$ cat src/hdl/adsr_envelope_generator_core_macros.svh
// Assertion macros shared by the envelope generator RTL.
// Used by the divider and the top level; define ASSERT_OFF to drop them.
`ifndef ADSR_ENVELOPE_GENERATOR_CORE_MACROS_SVH
`define ADSR_ENVELOPE_GENERATOR_CORE_MACROS_SVH
`ifndef ASSERT_OFF
// Same-cycle implication, checked out of reset
`define ADSR_ASSERT(lbl, clk, rst_n, ante, cons, msg) \
  lbl: assert property (@(posedge clk) disable iff (!rst_n) (ante) |-> (cons)) else $error(msg);
// Next-cycle implication, checked out of reset
`define ADSR_ASSERT_NEXT(lbl, clk, rst_n, ante, cons, msg) \
  lbl: assert property (@(posedge clk) disable iff (!rst_n) (ante) |=> (cons)) else $error(msg);
`else
`define ADSR_ASSERT(lbl, clk, rst_n, ante, cons, msg)
`define ADSR_ASSERT_NEXT(lbl, clk, rst_n, ante, cons, msg)
`endif
`endif

$ cat src/hdl/adsr_pkg.sv
// Shared types and constants of the ADSR envelope generator.
// No dependencies; imported by the divider, the top level and the bench.
`timescale 1ns / 1ps
package adsr_pkg;

  // Field and register widths
  localparam int OP_W          = 2;
  localparam int LEN_W         = 24;
  localparam int LVL_W         = 16;
  localparam int PROD_W        = LEN_W + LVL_W;
  localparam int CFG_AW        = 3;
  localparam int CFG_DW        = 24;
  localparam int CNT_W         = $clog2(LVL_W + 1);
  localparam int TIME_BITS_DEF = 32;
  localparam int FRACTION_BITS = 15;

  // Levels at or below this are forced to zero
  localparam int                 THRESH_INT = (1 << FRACTION_BITS) / 10000;
  localparam logic [LVL_W-1:0]   THRESH     = LVL_W'(THRESH_INT);

  // Register reset values
  localparam logic [LEN_W-1:0] ATTACK_RST  = LEN_W'(4410);
  localparam logic [LEN_W-1:0] DECAY_RST   = LEN_W'(2205);
  localparam logic [LEN_W-1:0] RELEASE_RST = LEN_W'(8820);
  localparam logic [LVL_W-1:0] PEAK_RST    = LVL_W'(32768);
  localparam logic [LVL_W-1:0] SUSTAIN_RST = LVL_W'(26214);

  typedef enum logic [OP_W-1:0] {
    OP_TICK     = 2'd0,
    OP_NOTE_ON  = 2'd1,
    OP_NOTE_OFF = 2'd2
  } op_t;

  typedef enum logic [CFG_AW-1:0] {
    CFG_ATTACK  = 3'd0,
    CFG_DECAY   = 3'd1,
    CFG_RELEASE = 3'd2,
    CFG_PEAK    = 3'd3,
    CFG_SUSTAIN = 3'd4
  } cfg_idx_t;

  typedef enum logic [2:0] {
    ST_IDLE,
    ST_SETUP,
    ST_MUL,
    ST_LOAD,
    ST_DIV,
    ST_FINISH
  } state_t;

  // How the quotient combines with the base level
  typedef enum logic [1:0] {
    MODE_ZERO,
    MODE_CONST,
    MODE_ADD,
    MODE_SUB
  } mode_t;

  typedef struct packed {
    logic              start;
    logic [PROD_W-1:0] num;
    logic [LEN_W-1:0]  den;
  } div_req_t;

  typedef struct packed {
    logic             busy;
    logic [LVL_W-1:0] quot;
  } div_stat_t;

endpackage

$ cat src/hdl/adsr_div.sv
// Serial restoring divider: one quotient bit per cycle.
// Depends on adsr_pkg and the assertion macro header.
`timescale 1ns / 1ps
`include "adsr_envelope_generator_core_macros.svh"
module adsr_div import adsr_pkg::*; (
  input  logic      clk,
  input  logic      rst_n,
  input  div_req_t  req,
  output div_stat_t stat
);

  logic [LEN_W-1:0] rem_r, rem_nxt;
  logic [LVL_W-1:0] lo_r, lo_nxt;
  logic [LEN_W-1:0] den_r;
  logic [CNT_W-1:0] cnt_r, cnt_nxt;
  logic [LEN_W:0]   shifted;
  logic [LEN_W:0]   diff;
  logic             ge;
  logic             busy;

  assign busy = (cnt_r != '0);

  // Compare-subtract step on the partial remainder
  always_comb begin
    shifted = {rem_r, lo_r[LVL_W-1]};
    diff    = shifted - {1'b0, den_r};
    ge      = (shifted >= {1'b0, den_r});
    rem_nxt = ge ? diff[LEN_W-1:0] : shifted[LEN_W-1:0];
    lo_nxt  = {lo_r[LVL_W-2:0], ge};
    cnt_nxt = cnt_r - CNT_W'(1);
  end

  // Step counter
  always_ff @(posedge clk) begin
    if (!rst_n) begin
      cnt_r <= '0;
    end else if (req.start) begin
      cnt_r <= CNT_W'(LVL_W);
    end else if (busy) begin
      cnt_r <= cnt_nxt;
    end
  end

  // Remainder and numerator/quotient shift register
  always_ff @(posedge clk) begin
    if (req.start) begin
      rem_r <= req.num[PROD_W-1:LVL_W];
      lo_r  <= req.num[LVL_W-1:0];
      den_r <= req.den;
    end else if (busy) begin
      rem_r <= rem_nxt;
      lo_r  <= lo_nxt;
    end
  end

  assign stat.busy = busy;
  assign stat.quot = lo_r;

  `ADSR_ASSERT(a_start_idle, clk, rst_n, req.start, !busy, "divider started while busy")
  `ADSR_ASSERT(a_rem_below, clk, rst_n, busy, rem_r < den_r, "partial remainder not below divisor")
  `ADSR_ASSERT_NEXT(a_start_cnt, clk, rst_n, req.start, cnt_r == CNT_W'(LVL_W), "step count not loaded")

endmodule

$ cat src/hdl/adsr_envelope_generator_core.sv
// Sequence from an accepted transaction to out_tvalid on an attack, decay or release ramp:
// setup, multiply, load, 16-step serial divide, finish; a held or zero level goes from setup
// straight to finish. One item at a time; the next transaction is taken the cycle after the
// result is loaded, and finish waits while the output register holds a result not yet taken.
// Reset (rst_n, synchronous, active low): gate off, note times 0, registers to their defaults.
// Depends on adsr_pkg, adsr_div and the assertion macro header.
`timescale 1ns / 1ps
`include "adsr_envelope_generator_core_macros.svh"
module adsr_envelope_generator_core import adsr_pkg::*; #(
  parameter int TIME_BITS = TIME_BITS_DEF
) (
  input  logic                               clk,
  input  logic                               rst_n,
  // Input stream
  input  logic                               in_tvalid,
  output logic                               in_tready,
  input  logic [((TIME_BITS+7)/8)*8-1:0]     in_tdata,   // [TIME_BITS-1:0] sample_time
  input  logic [OP_W-1:0]                    in_tuser,   // [1:0] op
  // Result stream
  output logic                               out_tvalid,
  input  logic                               out_tready,
  output logic [LVL_W-1:0]                   out_tdata,  // [15:0] amplitude
  // Configuration writes
  input  logic                               cfg_wr_en,
  input  logic [CFG_AW-1:0]                  cfg_addr,
  input  logic [CFG_DW-1:0]                  cfg_wdata
);

  localparam int EW = (TIME_BITS > LEN_W) ? TIME_BITS : LEN_W;

  state_t state_r, state_nxt;

  logic [LEN_W-1:0]     attack_r, decay_r, release_r;
  logic [LVL_W-1:0]     peak_r, sustain_r;
  logic                 gate_r;
  logic [TIME_BITS-1:0] on_time_r, off_time_r, time_r;

  mode_t                mode_r, mode_nxt;
  logic [LEN_W-1:0]     x_r, x_nxt;
  logic [LVL_W-1:0]     m_r, m_nxt;
  logic [LEN_W-1:0]     den_r, den_nxt;
  logic [LVL_W-1:0]     base_r, base_nxt;
  logic [PROD_W-1:0]    prod_r;

  logic                 out_tvalid_r;
  logic [LVL_W-1:0]     out_data_r;

  logic                 in_fire;
  logic                 out_load;
  logic [LVL_W-1:0]     amp_raw, amp_fin;
  div_req_t             div_req;
  div_stat_t            div_stat;

  logic [LEN_W-1:0]     len_a, len_d, len_r;
  logic [TIME_BITS-1:0] life, rel;
  logic [EW-1:0]        life_e, rel_e, k_e, a_e, d_e, r_e;

  assign in_fire = in_tvalid && in_tready;

  // Configuration registers
  always_ff @(posedge clk) begin
    if (!rst_n) begin
      attack_r  <= ATTACK_RST;
      decay_r   <= DECAY_RST;
      release_r <= RELEASE_RST;
      peak_r    <= PEAK_RST;
      sustain_r <= SUSTAIN_RST;
    end else if (cfg_wr_en) begin
      case (cfg_idx_t'(cfg_addr))
        CFG_ATTACK:  attack_r  <= cfg_wdata[LEN_W-1:0];
        CFG_DECAY:   decay_r   <= cfg_wdata[LEN_W-1:0];
        CFG_RELEASE: release_r <= cfg_wdata[LEN_W-1:0];
        CFG_PEAK:    peak_r    <= cfg_wdata[LVL_W-1:0];
        CFG_SUSTAIN: sustain_r <= cfg_wdata[LVL_W-1:0];
        default: ;
      endcase
    end
  end

  // Apply note events on acceptance
  always_ff @(posedge clk) begin
    if (!rst_n) begin
      gate_r     <= 1'b0;
      on_time_r  <= '0;
      off_time_r <= '0;
    end else if (in_fire) begin
      case (in_tuser)
        OP_NOTE_ON: begin
          gate_r    <= 1'b1;
          on_time_r <= in_tdata[TIME_BITS-1:0];
        end
        OP_NOTE_OFF: begin
          gate_r     <= 1'b0;
          off_time_r <= in_tdata[TIME_BITS-1:0];
        end
        default: ;
      endcase
    end
  end

  // Hold the sample time of the item in flight
  always_ff @(posedge clk) begin
    if (in_fire) begin
      time_r <= in_tdata[TIME_BITS-1:0];
    end
  end

  // Segment selection: pick numerator factors, divisor and base level
  always_comb begin
    len_a  = (attack_r == '0) ? LEN_W'(1) : attack_r;
    len_d  = (decay_r == '0) ? LEN_W'(1) : decay_r;
    len_r  = (release_r == '0) ? LEN_W'(1) : release_r;
    life   = time_r - on_time_r;
    rel    = time_r - off_time_r;
    life_e = EW'(life);
    rel_e  = EW'(rel);
    a_e    = EW'(len_a);
    d_e    = EW'(len_d);
    r_e    = EW'(len_r);
    k_e    = life_e - a_e;

    mode_nxt = MODE_ZERO;
    x_nxt    = '0;
    m_nxt    = '0;
    den_nxt  = LEN_W'(1);
    base_nxt = '0;
    if (gate_r) begin
      if (life_e <= a_e) begin
        mode_nxt = MODE_ADD;
        x_nxt    = life_e[LEN_W-1:0];
        m_nxt    = peak_r;
        den_nxt  = len_a;
      end else if (k_e <= d_e) begin
        x_nxt    = k_e[LEN_W-1:0];
        den_nxt  = len_d;
        base_nxt = peak_r;
        if (sustain_r <= peak_r) begin
          mode_nxt = MODE_SUB;
          m_nxt    = peak_r - sustain_r;
        end else begin
          mode_nxt = MODE_ADD;
          m_nxt    = sustain_r - peak_r;
        end
      end else begin
        mode_nxt = MODE_CONST;
        base_nxt = sustain_r;
      end
    end else if (rel_e < r_e) begin
      mode_nxt = MODE_SUB;
      x_nxt    = rel_e[LEN_W-1:0];
      m_nxt    = sustain_r;
      den_nxt  = len_r;
      base_nxt = sustain_r;
    end
  end

  // Capture the segment operands
  always_ff @(posedge clk) begin
    if (state_r == ST_SETUP) begin
      mode_r <= mode_nxt;
      x_r    <= x_nxt;
      m_r    <= m_nxt;
      den_r  <= den_nxt;
      base_r <= base_nxt;
    end
  end

  // Numerator product
  always_ff @(posedge clk) begin
    if (state_r == ST_MUL) begin
      prod_r <= PROD_W'(x_r) * PROD_W'(m_r);
    end
  end

  // Shared divider
  assign div_req.start = (state_r == ST_LOAD);
  assign div_req.num   = prod_r;
  assign div_req.den   = den_r;

  adsr_div u_div (
    .clk   (clk),
    .rst_n (rst_n),
    .req   (div_req),
    .stat  (div_stat)
  );

  // Combine quotient with base and squelch tiny levels
  always_comb begin
    case (mode_r)
      MODE_CONST: amp_raw = base_r;
      MODE_ADD:   amp_raw = base_r + div_stat.quot;
      MODE_SUB:   amp_raw = base_r - div_stat.quot;
      default:    amp_raw = '0;
    endcase
    amp_fin = (amp_raw <= THRESH) ? '0 : amp_raw;
  end

  // Sequencer state register
  always_ff @(posedge clk) begin
    if (!rst_n) begin
      state_r <= ST_IDLE;
    end else begin
      state_r <= state_nxt;
    end
  end

  // Next state
  always_comb begin
    state_nxt = state_r;
    case (state_r)
      ST_IDLE:   if (in_fire) state_nxt = ST_SETUP;
      ST_SETUP: begin
        if (mode_nxt == MODE_ADD || mode_nxt == MODE_SUB) begin
          state_nxt = ST_MUL;
        end else begin
          state_nxt = ST_FINISH;
        end
      end
      ST_MUL:    state_nxt = ST_LOAD;
      ST_LOAD:   state_nxt = ST_DIV;
      ST_DIV:    if (!div_stat.busy) state_nxt = ST_FINISH;
      ST_FINISH: if (out_load) state_nxt = ST_IDLE;
      default:   state_nxt = ST_IDLE;
    endcase
  end

  // Sequencer outputs
  always_comb begin
    in_tready = 1'b0;
    out_load  = 1'b0;
    case (state_r)
      ST_IDLE:   in_tready = 1'b1;
      ST_FINISH: out_load  = !out_tvalid_r || out_tready;
      default: ;
    endcase
  end

  // Output register: hold the result until the transaction completes
  always_ff @(posedge clk) begin
    if (!rst_n) begin
      out_tvalid_r <= 1'b0;
    end else if (out_load) begin
      out_tvalid_r <= 1'b1;
    end else if (out_tready) begin
      out_tvalid_r <= 1'b0;
    end
  end

  always_ff @(posedge clk) begin
    if (out_load) begin
      out_data_r <= amp_fin;
    end
  end

  assign out_tvalid = out_tvalid_r;
  assign out_tdata  = out_data_r;

  `ADSR_ASSERT(a_no_tiny, clk, rst_n, out_tvalid_r, out_data_r == '0 || out_data_r > THRESH, "level at or below threshold not squelched")
  `ADSR_ASSERT(a_sub_range, clk, rst_n, state_r == ST_FINISH && mode_r == MODE_SUB, div_stat.quot <= base_r, "falling ramp quotient exceeds base level")
  `ADSR_ASSERT(a_div_done, clk, rst_n, state_r == ST_FINISH || state_r == ST_IDLE, !div_stat.busy, "divider busy outside divide phase")
  `ADSR_ASSERT_NEXT(a_accept_setup, clk, rst_n, in_fire, state_r == ST_SETUP, "accepted item did not enter setup")
  `ADSR_ASSERT_NEXT(a_load_valid, clk, rst_n, out_load, out_tvalid_r, "loaded result not presented")

endmodule

$ cat config.mk
export PLATFORM = sky130hd
export DESIGN_NAME = adsr_envelope_generator_core
export DESIGN_NICKNAME = d
export VERILOG_FILES = /design/src/hdl/adsr_pkg.sv /design/src/hdl/adsr_div.sv /design/src/hdl/adsr_envelope_generator_core.sv
export VERILOG_INCLUDE_DIRS = /design/src /design/src/hdl
export SDC_FILE = /design/constraint.sdc
export NUM_CORES = 2
export LEC_CHECK = 0
export ABC_AREA = 1
export BUFFER_PORTS_ARGS = -buffer_cell sky130_fd_sc_hd__buf_2
export CAP_MARGIN = 10
export CORE_MARGIN = 1
export CORE_UTILIZATION = 29
export CTS_CLUSTER_SIZE = 30
export DETAILED_ROUTE_END_ITERATION = 8
export PLACE_DENSITY = 0.4
export RECOVER_POWER = 50
export SLEW_MARGIN = 10
export SYNTH_ARGS = -nofsm -noshare
export SYNTH_HDL_FRONTEND = slang
export SYNTH_SLANG_ARGS = --single-unit
$ cat constraint.sdc
create_clock -name clk -period 14.5 [get_ports clk]
set_input_delay 0.725 -clock clk [delete_from_list [all_inputs] [get_ports clk]]
set_output_delay 0.725 -clock clk [all_outputs]
set_load 0.01 [all_outputs]
# Word-level counts from Yosys, hierarchy flattened
# Index checks and enable logic that the tools add are counted.
[classes]
bitwise_logic = 1
eq_ne = 19
n_mul = 1
n_lt_le_gt_ge = 6
n_reduce_logical = 23
muxes = 42
addsub = 9
[ops]
columns = ["op", "count"]
rows = [
  ["24-bit 2-to-1 mux", 14],
  ["16-bit 2-to-1 mux", 10],
  ["24-bit zero test", 3],
  ["32-bit by 24-bit less-or-equal comparator with 1-bit output", 2],
  ["32-bit subtractor", 2],
  ["16-bit case mux with 3 select lines", 1],
  ["16-bit subtractor", 3],
  ["24-bit by 16-bit multiplier with 40-bit output", 1],
  ["32-bit by 24-bit < comparator with 1-bit output", 1],
  ["32-bit by 24-bit subtractor with 32-bit output", 1],
  ["25-bit by 24-bit greater-or-equal comparator with 1-bit output", 1],
  ["24-bit subtractor", 1],
  ["3-bit case mux with 6 select lines", 1],
  ["16-bit adder", 1],
  ["16-bit less-or-equal comparator", 1],
  ["16-bit by 2-bit less-or-equal comparator with 1-bit output (second input constant)", 1],
  ["2-bit AND reduction", 8],
  ["3-bit by 2-bit == test with 1-bit output (second input constant)", 4],
  ["3-bit 2-to-1 mux", 4],
  ["2-bit == test (second input constant)", 5],
  ["5-bit 2-to-1 mux", 2],
  ["3-bit == test (second input constant)", 3],
  ["2-bit 2-to-1 mux", 4],
  ["3-bit by 1-bit == test with 1-bit output (second input constant)", 2],
  ["14 further kinds", 25],
]
[totals]
elab_cells = 124
register_bits = 412
output_inout_bits = 18

# Logic depth before layout (Yosys ltp)
[logic_depth]
ltp_word = 11
ltp_mapped = 39
ltp_nobuf = 38

# Hierarchy
# From an unflattened synthesis, not the netlist that was laid out.
[unflattened]
cells_unflattened = 5039
hier_area_um2 = 39232.6
[by_module_without_submodules]
columns = ["module", "area_each_um2", "n_inst", "seq_area_each_um2", "cells_each"]
rows = [
  ["adsr_envelope_generator_core", 34277.9, 1, 8568.2, 4342],
  ["adsr_div", 4954.8, 1, 2021.9, 697],
]

# Least setup slack after synthesis
# No wires, ideal clock.
[synth_path]
kind = "reg-to-reg"
start = "register state_r[0]"
end = "register state_r[0]"
setup_time_ns = 0.070
required_ns = 14.430
path_stages_with_launch = 7
t_arrival_ns = 6.770
path_buffers = 0
path_slack_ns = 7.660
cell_sequence = "dfxtp_1 inv_1 nor3_1 nand2_1 nand2_1 nand2_1 a21oi_1"
[synth_between]
elab_chain_len = 5
word_cells_on_any_way = 14
[synth_rtl]
columns = ["element", "line", "rtl"]
rows = [
  ["start, declared", "adsr_envelope_generator_core.sv:31", "state_t state_r, state_nxt;"],
  ["start signal, assigned", "adsr_envelope_generator_core.sv:203", "state_r <= state_nxt;"],
  ["3-bit zero test", "adsr_envelope_generator_core.sv:210, adsr_envelope_generator_core.sv:231", ""],
  ["1-bit 2-to-1 mux", "adsr_envelope_generator_core.sv:231", "case (state_r)"],
  ["1-bit logical AND", "adsr_envelope_generator_core.sv:58", "assign in_fire = in_tvalid && in_tready;"],
  ["2-bit inequality test (no source line)", "-", ""],
  ["3-bit AND reduction (no source line)", "-", ""],
]
# Parallel ways exist; a longest one is shown, timed or not.
# A chain may end at the register's enable or synchronous reset.

# Worst setup path after layout
[layout_path]
start = "register m_r[1]"
end = "register prod_r[39] (data pin)"
[layout_between]
elab_chain_len = 1
[layout_rtl]
columns = ["element", "line", "rtl"]
rows = [
  ["start, declared", "adsr_envelope_generator_core.sv:40", "logic [LVL_W-1:0] m_r, m_nxt;"],
  ["start signal, assigned", "adsr_envelope_generator_core.sv:162", "m_r <= m_nxt;"],
  ["24-bit by 16-bit multiplier with 40-bit output", "adsr_envelope_generator_core.sv:171", "prod_r <= PROD_W'(x_r) * PROD_W'(m_r);"],
  ["end signal, assigned", "adsr_envelope_generator_core.sv:171", ""],
  ["end, declared", "adsr_envelope_generator_core.sv:43", "logic [PROD_W-1:0] prod_r;"],
]
# No other way between the ends.

==> flow_metrics.env <==
export IMPL_drive_gt1_share_pct=4.676
export IMPL_drt_pass1_iterations=7
export IMPL_grt_max_degree=72
export IMPL_grt_usage_pct=19.25
export IMPL_cp_top_family="adder cells"
export IMPL_cts_buffers=50
export IMPL_finalSetupTns_ps=0
export IMPL_relSlewSlack_pct=-122.0
export IMPL_cp_startpoint="m_r[1]"
export IMPL_cts_sinks=412
export IMPL_layout_commonest_cell="nand2_1"
export IMPL_antenna_found_initial=5
export IMPL_cts_clk_slew_worst_paths_ps=70
export IMPL_rsz0062_at_grt="no"
export IMPL_synthXorXnorAreaFrac_pct=3.760
export IMPL_die_w_um=364.9
export IMPL_syn_inst=4829
export IMPL_rr_worst_depth=26
export IMPL_place_congestion=0.8499
export IMPL_area_growth_pct=9.594
export IMPL_r2r_end="prod_r[39]"
export IMPL_layout_common_cells="nand2_1, inv_1, a21oi_1, ha_1, fa_1"
export IMPL_crit_arrival_ps=7590
export IMPL_worst_setup_path_type="reg -> reg"
export IMPL_die_h_um=364.9
export IMPL_yosys_area_top_type="edfxtp_1"
export IMPL_initial_core_util_pct=29.35
export IMPL_fp_row_count=132
export IMPL_yosys_area_share_adder_pct=26.79
export IMPL_synth_nets=5525
export IMPL_dp_hpwl_mm=100.3
export IMPL_post_cts_resized=0
export IMPL_first_global_vias=32260
export IMPL_avgViaCountPerCell=4.729
export IMPL_synth_compound_area_share_pct=13.24
export IMPL_hold_class="in -> reg"
export IMPL_synth_mux_area_share_pct=0.1572
export IMPL_critPathCaptureType="flop"
export IMPL_drc=0
export IMPL_drt_iter0_markers=1825
export IMPL_clk_latency_ps=640
export IMPL_synth_simple_area_share_pct=17.81
export IMPL_grt_pass1_wl_mm=194.9
export IMPL_synth_top_family_by_area="adder cells"
export IMPL_ys_seq_area_share_pct=27.73
export IMPL_final_hold_violation_count=0
export IMPL_finalSetupViolations=0
export IMPL_finalNonFillerCells=6598
export IMPL_synth_edf_count=234
export IMPL_yosys_warnings=0
export IMPL_finalMaxSlewViolations=431
export IMPL_synth_top_area_share_pct=18.40
export IMPL_required_ps=14840
export IMPL_crit_fanout=24
export IMPL_holdBufCountCts=0
export IMPL_final_antenna_net_count=0
export IMPL_r2r_setup_slack_ps=7250
export IMPL_clockBufferDepth=3
export IMPL_critPathBufInv=6
export IMPL_start_kind="flop"
export IMPL_htreeDepth=2
export IMPL_synth_seq_cells=412
export IMPL_core_area_um2=130100
export IMPL_finalClockSkew_ps=43.54
export IMPL_crit_cells=26
export IMPL_synth_area_um2=38200
export IMPL_clock_root_buffer="clkbuf_16"
export IMPL_syn_avg_cell_area_um2=7.910
export IMPL_ys_async_sr_fraction_pct=0
export IMPL_post_cts_buffers=0
export IMPL_tightest_slew_ps=3330
export IMPL_period_minus_slack_ps=7247
export IMPL_portBuffers=83
export IMPL_post_route_period_util_pct=49.98
export IMPL_synth_ff_type="edfxtp_1"
export IMPL_wl_per_cell_um=19.23
export IMPL_placed_cells=6505
export IMPL_rr_startpoint="m_r[1]"
export IMPL_nets=5511
export IMPL_cts_tree="built"
export IMPL_status="finished, violations left"
export IMPL_cp_endpoint="prod_r[39]"
export IMPL_violations="max-capacitance violations, max-slew violations"
export IMPL_cap_violations=8
export IMPL_critPathMaxStageDelay_ps=1040
export IMPL_grt_ovfl_total=0
export IMPL_routed_wl_mm=126.9
export IMPL_num_vias=31200
export IMPL_die_area_um2=133200
export IMPL_fmax_mhz=138.0
export IMPL_io_pins=84
export IMPL_synth_area_top_cells="edfxtp_1, fa_1, nand2_1"
export IMPL_synth_cell_type_count=68
export IMPL_cp_slowest_cell="edfxtp_1"
cell usage after synthesis (all sizes together), types with 2 or more instances:
cell        n
ha        317
o221ai      6
nor2      201
xor2       98
nand3     121
or2         6
and2        2
nor4       20
nor3       38
a31oi      24
o22ai       3
fa        313
o31ai       6
o2111ai     3
nand3b      6
clkbuf    158
o211a       2
o211ai     48
dfxtp     178
mux2i       6
buf        22
nand4      42
clkinv      5
nand2    1215
a221oi      5
o21ai     357
edfxtp    234
a32o        3
a21boi      9
inv       874
a21oi     384
a21o        7
a211oi      6
o311ai      2
a221o       2
o21a       10
o21bai     19
and3        2
xnor2      66
per-layer routing:
| layer | global-route usage [%] | vias up | share of wire [%] |
|---|---|---|---|
| met2 | 31.73 | 542 | 46 |
| met1 | 26.48 | 15080 | 48 |
| li1 | - | 15440 | - |
| met4 | 5.578 | 0 | 2.8 |
| met5 | 0 | - | 0 |
| met3 | 1.981 | 142 | 3.7 |
how the worst min path moves through the flow:
stage | start | end | slack (ps) | cells after the start
6_report | in_tdata[14] | time_r[14] | 320 | 1
5_1_grt | in_tdata[14] | time_r[14] | 280 | 1
4_1_cts | in_tdata[14] | time_r[14] | 230 | 1
3_5_place_dp | on_time_r[12] | on_time_r[12] | 460 | 2
3_3_place_gp | on_time_r[12] | on_time_r[12] | 450 | 2
2_1_floorplan | den_r[0] | u_div.den_r[0] | 400 | 0
kinds of logic after synthesis:
kind of cell | after synthesis
AND/OR/NAND/NOR | 1654
buffers and inverters | 1059
AO/OA/AOI/OAI | 904
adder cells (fa/ha/maj) | 630
flip-flops | 412
XOR/XNOR | 164
multiplexers | 6
per-stage QoR:
stage,utilization [%],area [um^2],setup WS (ps),hold WS [ps]
2_1_floorplan,-,38200,7660,400.3
3_3_place_gp,31.00,40350,7244,446.3
3_5_place_dp,31.00,40350,7204,455.0
4_1_cts,32.26,41980,7164,230.8
5_1_grt,32.16,41860,6739,281.3
6_report,32.17,41860,7253,318.2
registers in the layout (all words and copies together), names as in the netlist, 3 cells and up:
signal and count:
attack_r 24, base_r 16, decay_r 24, den_r 24, m_r 16, off_time_r 32, on_time_r 32, out_tdata 16
peak_r 16, prod_r 40, release_r 24, state_r 3, sustain_r 16, time_r 32, u_div.cnt_r 5, u_div.den_r 24
u_div.lo_r 16, u_div.rem_r 24, x_r 24
final cells by class:
| type | count | area [um^2] |
|---|---|---|
| clock buffers | 58 | 1281 |
| clock inverters | 34 | 350.3 |
| flip-flops and latches | 412 | 10590 |
| fillers | 14200 | 88280 |
| inverters | 879 | 3299 |
| diodes | 1 | 2.502 |
| repair buffers | 114 | 555.5 |
| well taps | 1742 | 2180 |
| multi-input cells | 3358 | 23600 |
Power is not shown: default switching activity piles up to over one toggle a cycle in this logic, so the estimate is an artifact.
